### config.mk
export PLATFORM = sky130hd
export DESIGN_NAME = glos_ctrl
export DESIGN_NICKNAME = d
export VERILOG_FILES = /design/src/rtl/glos_pkg.sv /design/src/rtl/glos_ctrl.sv
export SDC_FILE = /design/constraint.sdc
export NUM_CORES = 1
export LEC_CHECK = 0
export BUFFER_PORTS_ARGS = -buffer_cell sky130_fd_sc_hd__buf_2
export CAP_MARGIN = 20
export CORE_MARGIN = 2
export CORE_UTILIZATION = 53
export CTS_CLUSTER_SIZE = 20
export DETAILED_ROUTE_END_ITERATION = 10
export GPL_ROUTABILITY_DRIVEN = 0
export HOLD_SLACK_MARGIN = 0.03
export PLACE_DENSITY = 0.83
export SLEW_MARGIN = 20
export SYNTH_ARGS = -nofsm -noshare
export SYNTH_HDL_FRONTEND = slang
export SYNTH_SLANG_ARGS = --single-unit
### constraint.sdc
create_clock -name clk -period 5.5 [get_ports clk]
set_input_delay 1.1 -clock clk [delete_from_list [all_inputs] [get_ports clk]]
set_output_delay 1.1 -clock clk [all_outputs]
set_load 0.005 [all_outputs]
### src/rtl/glos_pkg.sv
`default_nettype none
// ----------------------------------------------------------------------------
// glos_pkg
// Shared constants, codes and controller/datapath types of the grid
// line-of-sight checker.
// ----------------------------------------------------------------------------
package glos_pkg;

    // Grid storage and coordinate range
    localparam int MAX_CELLS  = 65536;
    localparam int COORD_BITS = 8;
    localparam int ADDR_BITS  = (MAX_CELLS > 1) ? $clog2(MAX_CELLS) : 1;

    // Port field widths
    localparam int FIELD_W     = 8;
    localparam int DIM_W       = 9;
    localparam int NEUTRAL_W   = 8;
    localparam int FACTOR_W    = 10;
    localparam int THR_W       = 9;
    localparam int COST_W      = 8;
    localparam int CFG_INDEX_W = 3;
    localparam int CFG_DATA_W  = 10;

    // Internal widths
    localparam int SC_W       = COORD_BITS + 2;      // signed probe coordinate
    localparam int ROW_W      = SC_W + DIM_W + 1;    // signed row offset y * width
    localparam int IDX_W      = ROW_W + 1;           // signed linear index
    localparam int CELLS_W    = 2 * DIM_W;
    localparam int F_W        = COORD_BITS + 1;      // walk error term
    localparam int FPROD_W    = FACTOR_W + FIELD_W;
    localparam int FSUM_W     = FPROD_W - 8 + 1;

    // Stored cost codes
    localparam logic [COST_W-1:0] COST_FREE_MAX = 8'd253;
    localparam logic [COST_W-1:0] COST_FORBID   = 8'd254;
    localparam logic [COST_W-1:0] COST_UNK      = 8'd255;

    // Register reset values
    localparam logic [DIM_W-1:0]     RST_GRID_WIDTH      = 9'd256;
    localparam logic [DIM_W-1:0]     RST_GRID_HEIGHT     = 9'd256;
    localparam logic [NEUTRAL_W-1:0] RST_NEUTRAL_COST    = 8'd1;
    localparam logic [FACTOR_W-1:0]  RST_COST_FACTOR     = 10'd205;
    localparam logic                 RST_ALLOW_UNKNOWN   = 1'b1;
    localparam logic [THR_W-1:0]     RST_CHEAP_THRESHOLD = 9'd150;

    typedef enum logic [CFG_INDEX_W-1:0] {
        REG_GRID_WIDTH,
        REG_GRID_HEIGHT,
        REG_NEUTRAL_COST,
        REG_COST_FACTOR,
        REG_ALLOW_UNKNOWN,
        REG_CHEAP_THRESHOLD
    } glos_reg_t;

    localparam logic FUNC_LOAD  = 1'b0;
    localparam logic FUNC_QUERY = 1'b1;

    typedef enum logic [3:0] {
        ST_IDLE,
        ST_SETUP,
        ST_STEP,
        ST_CHECK,
        ST_AFTER_A,
        ST_ADDR,
        ST_IDX,
        ST_READ,
        ST_EVAL,
        ST_LOAD_WR,
        ST_FINISH
    } glos_state_t;

    // Which cell a probe looks at
    typedef enum logic [2:0] {
        PH_LOAD,    // loaded cell
        PH_A,       // diagonal cell before the minor step
        PH_B,       // diagonal cell after the minor step
        PH_C0,      // side cell of an axis-aligned line
        PH_C1       // other side cell of an axis-aligned line
    } glos_phase_t;

    typedef struct packed {
        logic        capture;
        logic        setup;
        logic        f_add;
        logic        minor_step;
        logic        major_step;
        logic        probe_addr;
        logic        probe_idx;
        glos_phase_t phase;
        logic        ram_rd;
        logic        ram_wr;
        logic        res_load;
        logic        res_val;
    } glos_cmd_t;

    typedef struct packed {
        logic maj_done;
        logic f_ge;
        logic f_nz;
        logic dmin_zero;
        logic cheap;
    } glos_stat_t;

endpackage
`default_nettype wire

### src/rtl/glos_ctrl.sv
`default_nettype none
// ----------------------------------------------------------------------------
// glos_ctrl
// Controller: sequences cell loads and the line walk, drives one probe at a
// time through the datapath and holds the result item for the output side.
// ----------------------------------------------------------------------------
module glos_ctrl import glos_pkg::*; (
    input  logic       clk,
    input  logic       rst_n,
    input  logic       in_valid,
    input  logic       in_func,
    output logic       in_ready,
    output logic       out_valid,
    input  logic       out_ready,
    input  glos_stat_t stat,
    output glos_cmd_t  cmd
);

    glos_state_t state_reg, state_next;
    glos_phase_t phase_reg, phase_next;
    logic        vis_reg, vis_next;
    logic        out_valid_reg, out_valid_next;
    logic        res_take;

    always_ff @(posedge clk or negedge rst_n)
    begin
        if (!rst_n)
        begin
            state_reg     <= ST_IDLE;
            phase_reg     <= PH_LOAD;
            vis_reg       <= 1'b0;
            out_valid_reg <= 1'b0;
        end
        else
        begin
            state_reg     <= state_next;
            phase_reg     <= phase_next;
            vis_reg       <= vis_next;
            out_valid_reg <= out_valid_next;
        end
    end

    assign res_take = (state_reg == ST_FINISH) && (!out_valid_reg || out_ready);

    // Next state
    always_comb
    begin
        state_next = state_reg;
        phase_next = phase_reg;
        vis_next   = vis_reg;
        case (state_reg)
            ST_IDLE:
            begin
                if (in_valid)
                begin
                    if (in_func == FUNC_QUERY)
                    begin
                        state_next = ST_SETUP;
                    end
                    else
                    begin
                        phase_next = PH_LOAD;
                        state_next = ST_ADDR;
                    end
                end
            end
            ST_SETUP:
            begin
                state_next = ST_STEP;
            end
            ST_STEP:
            begin
                if (stat.maj_done)
                begin
                    vis_next   = 1'b1;
                    state_next = ST_FINISH;
                end
                else
                begin
                    state_next = ST_CHECK;
                end
            end
            ST_CHECK:
            begin
                if (stat.f_ge)
                begin
                    phase_next = PH_A;
                    state_next = ST_ADDR;
                end
                else
                begin
                    state_next = ST_AFTER_A;
                end
            end
            ST_AFTER_A:
            begin
                if (stat.f_nz)
                begin
                    phase_next = PH_B;
                    state_next = ST_ADDR;
                end
                else if (stat.dmin_zero)
                begin
                    phase_next = PH_C0;
                    state_next = ST_ADDR;
                end
                else
                begin
                    state_next = ST_STEP;
                end
            end
            ST_ADDR:
            begin
                state_next = ST_IDX;
            end
            ST_IDX:
            begin
                state_next = (phase_reg == PH_LOAD) ? ST_LOAD_WR : ST_READ;
            end
            ST_READ:
            begin
                state_next = ST_EVAL;
            end
            ST_EVAL:
            begin
                if (stat.cheap)
                begin
                    state_next = (phase_reg == PH_A) ? ST_AFTER_A : ST_STEP;
                end
                else if (phase_reg == PH_C0)
                begin
                    // one side blocked: try the other side
                    phase_next = PH_C1;
                    state_next = ST_ADDR;
                end
                else
                begin
                    vis_next   = 1'b0;
                    state_next = ST_FINISH;
                end
            end
            ST_LOAD_WR:
            begin
                state_next = ST_IDLE;
            end
            ST_FINISH:
            begin
                if (res_take)
                begin
                    state_next = ST_IDLE;
                end
            end
            default:
            begin
                state_next = ST_IDLE;
            end
        endcase
    end

    always_comb
    begin
        out_valid_next = out_valid_reg;
        if (out_valid_reg && out_ready)
        begin
            out_valid_next = 1'b0;
        end
        if (res_take)
        begin
            out_valid_next = 1'b1;
        end
    end

    // Outputs
    always_comb
    begin
        cmd          = '0;
        cmd.phase    = phase_reg;
        cmd.res_val  = vis_reg;
        in_ready     = (state_reg == ST_IDLE);
        cmd.capture  = in_valid && (state_reg == ST_IDLE);
        case (state_reg)
            ST_SETUP:   cmd.setup      = 1'b1;
            ST_STEP:    cmd.f_add      = !stat.maj_done;
            ST_AFTER_A: cmd.major_step = !stat.f_nz && !stat.dmin_zero;
            ST_ADDR:    cmd.probe_addr = 1'b1;
            ST_IDX:     cmd.probe_idx  = 1'b1;
            ST_READ:    cmd.ram_rd     = 1'b1;
            ST_EVAL:
            begin
                cmd.minor_step = stat.cheap && (phase_reg == PH_A);
                cmd.major_step = stat.cheap && (phase_reg != PH_A);
            end
            ST_LOAD_WR: cmd.ram_wr     = 1'b1;
            ST_FINISH:  cmd.res_load   = res_take;
            default: ;
        endcase
    end

    assign out_valid = out_valid_reg;

`ifndef NO_ASSERTIONS
    a_read_not_load: assert property (@(posedge clk) disable iff (!rst_n)
        (state_reg == ST_READ) |-> (phase_reg != PH_LOAD))
        else $error("cell read issued for a load item");

    a_result_from_finish: assert property (@(posedge clk) disable iff (!rst_n)
        $rose(out_valid_reg) |-> $past(state_reg == ST_FINISH))
        else $error("result raised outside the finish state");

    a_finish_holds: assert property (@(posedge clk) disable iff (!rst_n)
        (state_reg == ST_FINISH && out_valid_reg && !out_ready)
        |=> (state_reg == ST_FINISH && out_valid_reg))
        else $error("pending result overwritten while output stalled");
`endif

endmodule
`default_nettype wire

**Word-level counts from Yosys, hierarchy flattened**

Cells that the tools add are included.

- Equal/unequal tests: 22
- Multiplexer cells: 35
- Reductions and logical operators: 19

Operators by type and width:

| operator | count |
|---|---|
| $pmux W4 S10 | 1 |
| $mux W3 | 11 |
| $mux W4 | 6 |
| $eq A4 B3 Y1 const B | 4 |
| $ne A2 B2 Y1 const B | 8 |
| $mux W1 | 14 |
| $eq A4 B4 Y1 const B | 3 |
| $pmux W3 S4 | 1 |
| $eq A4 B2 Y1 const B | 2 |
| $reduce_and A7 Y1 | 1 |
| $logic_and A1 B1 Y1 | 6 |
| $eq A4 B1 Y1 const B | 1 |
| $logic_not A1 Y1 | 4 |
| $logic_not A4 Y1 | 1 |
| $pmux W1 S2 | 2 |
| $reduce_and A4 Y1 | 1 |
| $reduce_bool A2 Y1 | 2 |
| $reduce_bool A4 Y1 | 1 |
| $eq A3 B1 Y1 const B | 1 |
| $eq A3 B2 Y1 const B | 1 |
| $logic_not A3 Y1 | 1 |
| $ne A3 B1 Y1 const B | 1 |
| $ne A3 B3 Y1 const B | 1 |
| $reduce_and A2 Y1 | 1 |
| $logic_or A1 B1 Y1 | 1 |

- Register bits: 9
- Input bits: 10
- Output and inout port bits: 16
- Word-level logic and storage cells: 80

**Logic depth before layout (Yosys ltp)**

- Word-level depth: 5
- Depth in mapped cells: 7
- Depth with buffers taken out: 5

**Least setup slack after synthesis**

Ideal clock, no wire load.

- Path type: input to output
- Start point: input port stat[2] (netlist bit)
- End point: output port cmd[9] (netlist bit)
- Arrival time: 1546 ps
- Required time: 4400 ps
- Slack: 2854 ps
- Cell stages on the path: 2
- Buffers on the path: 0
- Cells stage by stage: o32a_1 > nor2_1

RTL lines:

| item | RTL line | text |
|---|---|---|
| start, declared | glos_ctrl.sv:15 | `input glos_stat_t stat,` |
| end, declared | glos_ctrl.sv:16 | `output glos_cmd_t cmd` |

==> run summary <==
The run finished with clean final reports. After detailed routing, the number of vias per cell comes to 6.12. TritonCTS built the clock tree. The register with the most flip-flops in the layout has 4 of them. The overall overflow remaining after global route was 0. The clock latency on the worst-skew pair was 0.28 ns. The cell count after synthesis came out at 98.

The worst hold slack was 0.490 ns; the clock period minus worst slack was 3.12 ns. IR analysis of the VDD net gives a maximum drop of 0.000243 V. The critical setup path kind was reg -> out.

In this run the cell area of the synthesized design comes to 796 um^2. Cells fill 66.5% of the core in the end. The net count after synthesis is 108. In this run the post-CTS setup repair buffer count came out at 0. The pre-antenna-repair detailed-routing pass consisted of 4 iterations.

Derived from the worst setup path, the maximum achievable clock frequency is 0.320 GHz. The via total after detailed routing came out at 820. The delay of the slowest cell on the worst path is 0.83 ns, and the share of flip-flops with an asynchronous set or reset after synthesis is 100%. In this run the standard cell core region covers 0.00135 mm^2. The final layout contains routed wiring with a total length of 2100 um. The net count of the finished layout is 130. The tool flagged a number of max-cap violations equal to 0.

The I/O pin count was 26; the total power density per cell area was 555 mW/mm^2. The count of hold buffers inserted by post-cts repair was 0; the final-layout fill cell count was 116. The worst setup path is launched from a flop. The worst setup slack after placement came out at 2.62 ns. The clock drives 9 sinks. Setup repair after global routing left no endpoint under its margin. Entering global routing, the biggest net connects 23 pins.

For the clock power share, the log shows 11.2%. Library cell contributing the largest single delay on the critical path: sky130_fd_sc_hd__dfrtp_1. Yosys mapped a number of flops with a built-in enable equal to 0. The chip width is 42.8 um, and the area enclosed by the die boundary is 0.00183 mm^2. The run gives 50.4% as the relative max-transition margin. Per report_power, the sequential group accounts for 31.6% of the total.

The tightest min-delay check is of the reg -> reg type. Total number of yosys warnings: 0. The logs give 0 for the final-report setup violation count and 2 for the deepest clock path buffer count. After the first detailed-routing iteration, the DRC count stood at 51.

A synthesized cell averages 8.12 um^2. Gates resized during post-CTS repair numbered 0. In this run the remaining antenna-violating nets after routing total 0. Setup slack closes at 2.38 ns. Net switching is 49.5% of the power. The initial utilization of the core area, before any placement, comes to 58.9%.

Data on the critical path arrives at its endpoint at 2.02 ns. The repair_antennas step left the layout with diodes totalling 0. Combinational cells account for 57.2% of the total power. The most common flop cell mapped by yosys is sky130_fd_sc_hd__dfrtp_1.

The signal on the critical path passes through nand2b_1 -> o32a_1 -> nor2_1 -> buf_2. The tools report the nature of the critical path endpoint as an output port. The total number of placement rows was 13. The flip-flop and latch count after synthesis works out to 9. Of the available clock period, the critical path in the final layout requires 56.8%. For the internal power of the cells, the log shows 0.252 mW. The proportion of synthesized chip area in sequential cells was 28.3%. The number of library cell types mapped by synthesis was 36. The via count of the first global-routing pass is 796, and the net switching power is 0.247 mW. After layout, the design draws a total of 0.499 mW. The global-route wire length before repair is 3580 um. The tools report the root cell of the clock tree as sky130_fd_sc_hd__clkbuf_4.

Port buffering added 25 buffers. The total count of max-transition violations in the final report is 0, and the share of post-route cells with drive strength above 1 is 28.6%. For the initial antenna violation count, the log shows 0. For the final hold violation count, the log shows 0. In this run the vertical extent of the chip is 42.8 um. The H-tree level count was 1. In the routed design, unresolved DRC markers number 0.

The average routed wire per standard cell was 15.7 um; the TritonCTS buffer count was 3. The actual slew at the worst max-slew pin is 0.745 ns. STA puts the critical path data required time at 4.40 ns. The clock-pin slew reported for the worst setup and hold paths after clock tree synthesis was 0.07 ns; the maximum fanout count along the critical path was 22. The static leakage is 0.441 nW, and the synthesis-to-layout area growth is 12.9%. Detailed placement finished with a half-perimeter wire length of 1520 um. The global routing usage summed across all routing layers is 26.1%.

The clock tree skew after final layout is 0.00685 ns, and the sum of negative setup slack is 0 ns.
## final timing paths
| path | startpoint | to | depth (start not counted) | slack [ns] |
|---|---|---|---|---|
| worst max-delay path | state_reg[2] | cmd[9] | 4 | 2.38 |
| worst min-delay path | vis_reg | vis_reg | 2 | 0.49 |
| worst max register to register | state_reg[2] | phase_reg[2] | 5 | 3.31 |
| worst min register to register | vis_reg | vis_reg | 2 | 0.49 |
| max in group asynchronous | rst_n | state_reg[0] | 1 | 4.64 |
| min in group asynchronous | rst_n | state_reg[1] | 1 | 0.66 |
## worst max-delay path: cells and delay by family, from the launching register on
family	cells	cell delay, ns
AND/OR/NAND/NOR	2	0.42
AO/OA/AOI/OAI	1	0.38
buffers and inverters	1	0.12
flip-flops	1	0.83
## layer usage
layer  vias to the layer above  wire length [um]  GRT usage [%]
li1                        392                 -              -
met2                        44              1010           41.5
met1                       381               898           32.5
met4                         0                25           11.9
met5                         -                 0              0
met3                         3               165           6.81
## cell type report
type / instances / area, um^2 / area share (%)
timing repair buffer: 25 / 125 / 13.9
inverter: 7 / 26.3 / 2.92
clock inverter: 1 / 5.00 / 0.557
multi-input combinational: 74 / 475 / 52.9
clock buffer: 3 / 22.5 / 2.51
tap: 15 / 18.8 / 2.09
sequential: 9 / 225 / 25.1
## power groups by stage
stage / Clock, mW / Combinational, mW / Sequential, mW
floorplan: 0 / 0.277 / 0.115
global placement: 0 / 0.275 / 0.153
detailed placement: 0 / 0.280 / 0.156
CTS: 0.0560 / 0.282 / 0.155
global route: 0.0627 / 0.312 / 0.163
finish: 0.0561 / 0.285 / 0.157
## cells by family (layout without fill, tap and decap cells)
group                  Yosys count  in the layout  share of synthesized area [%]
AO/OA/AOI/OAI                   25             25                           25.0
buffers and inverters           15             36                           11.9
XOR/XNOR                         1              1                           1.10
flip-flops                       9              9                           28.3
multiplexers                     2              2                           3.14
AND/OR/NAND/NOR                 46             46                           30.5
## cells in the mapped netlist (2+ instances only)
| library cell | n | share of area [%] |
|---|---|---|
| sky130_fd_sc_hd__buf_6 | 4 | 5.7 |
| sky130_fd_sc_hd__o221ai_1 | 2 | 2.2 |
| sky130_fd_sc_hd__a21oi_1 | 7 | 4.4 |
| sky130_fd_sc_hd__dfrtp_1 | 9 | 28 |
| sky130_fd_sc_hd__buf_4 | 2 | 1.9 |
| sky130_fd_sc_hd__nand2_1 | 12 | 5.7 |
| sky130_fd_sc_hd__and3_1 | 3 | 2.4 |
| sky130_fd_sc_hd__nor2_1 | 12 | 5.7 |
| sky130_fd_sc_hd__o32ai_1 | 2 | 2.2 |
| sky130_fd_sc_hd__inv_1 | 7 | 3.3 |
| sky130_fd_sc_hd__o32a_1 | 2 | 2.5 |
| sky130_fd_sc_hd__nand2b_1 | 3 | 2.4 |
| sky130_fd_sc_hd__o21ai_0 | 6 | 3.8 |
| sky130_fd_sc_hd__nor3_1 | 5 | 3.1 |
## placed cells by master (no fill, tap or decap), types with 3 or more instances in the layout
master,netlist,final
sky130_fd_sc_hd__and3_1,3,3
sky130_fd_sc_hd__a21oi_1,7,7
sky130_fd_sc_hd__buf_2,1,25
sky130_fd_sc_hd__nor3_1,5,5
sky130_fd_sc_hd__dfrtp_1,9,9
sky130_fd_sc_hd__inv_1,7,7
sky130_fd_sc_hd__clkbuf_4,0,3
sky130_fd_sc_hd__nand2_1,12,12
sky130_fd_sc_hd__nor2_1,12,12
sky130_fd_sc_hd__o21ai_0,6,6
sky130_fd_sc_hd__nand2b_1,3,3
## metrics by stage
stage,instances,cell area (um^2)
after floorplan,98,796
after global placement,130,871
after detailed placement,130,871
after CTS,134,898
after global routing,134,898
final,134,898
(Power assumes the default switching activity.)
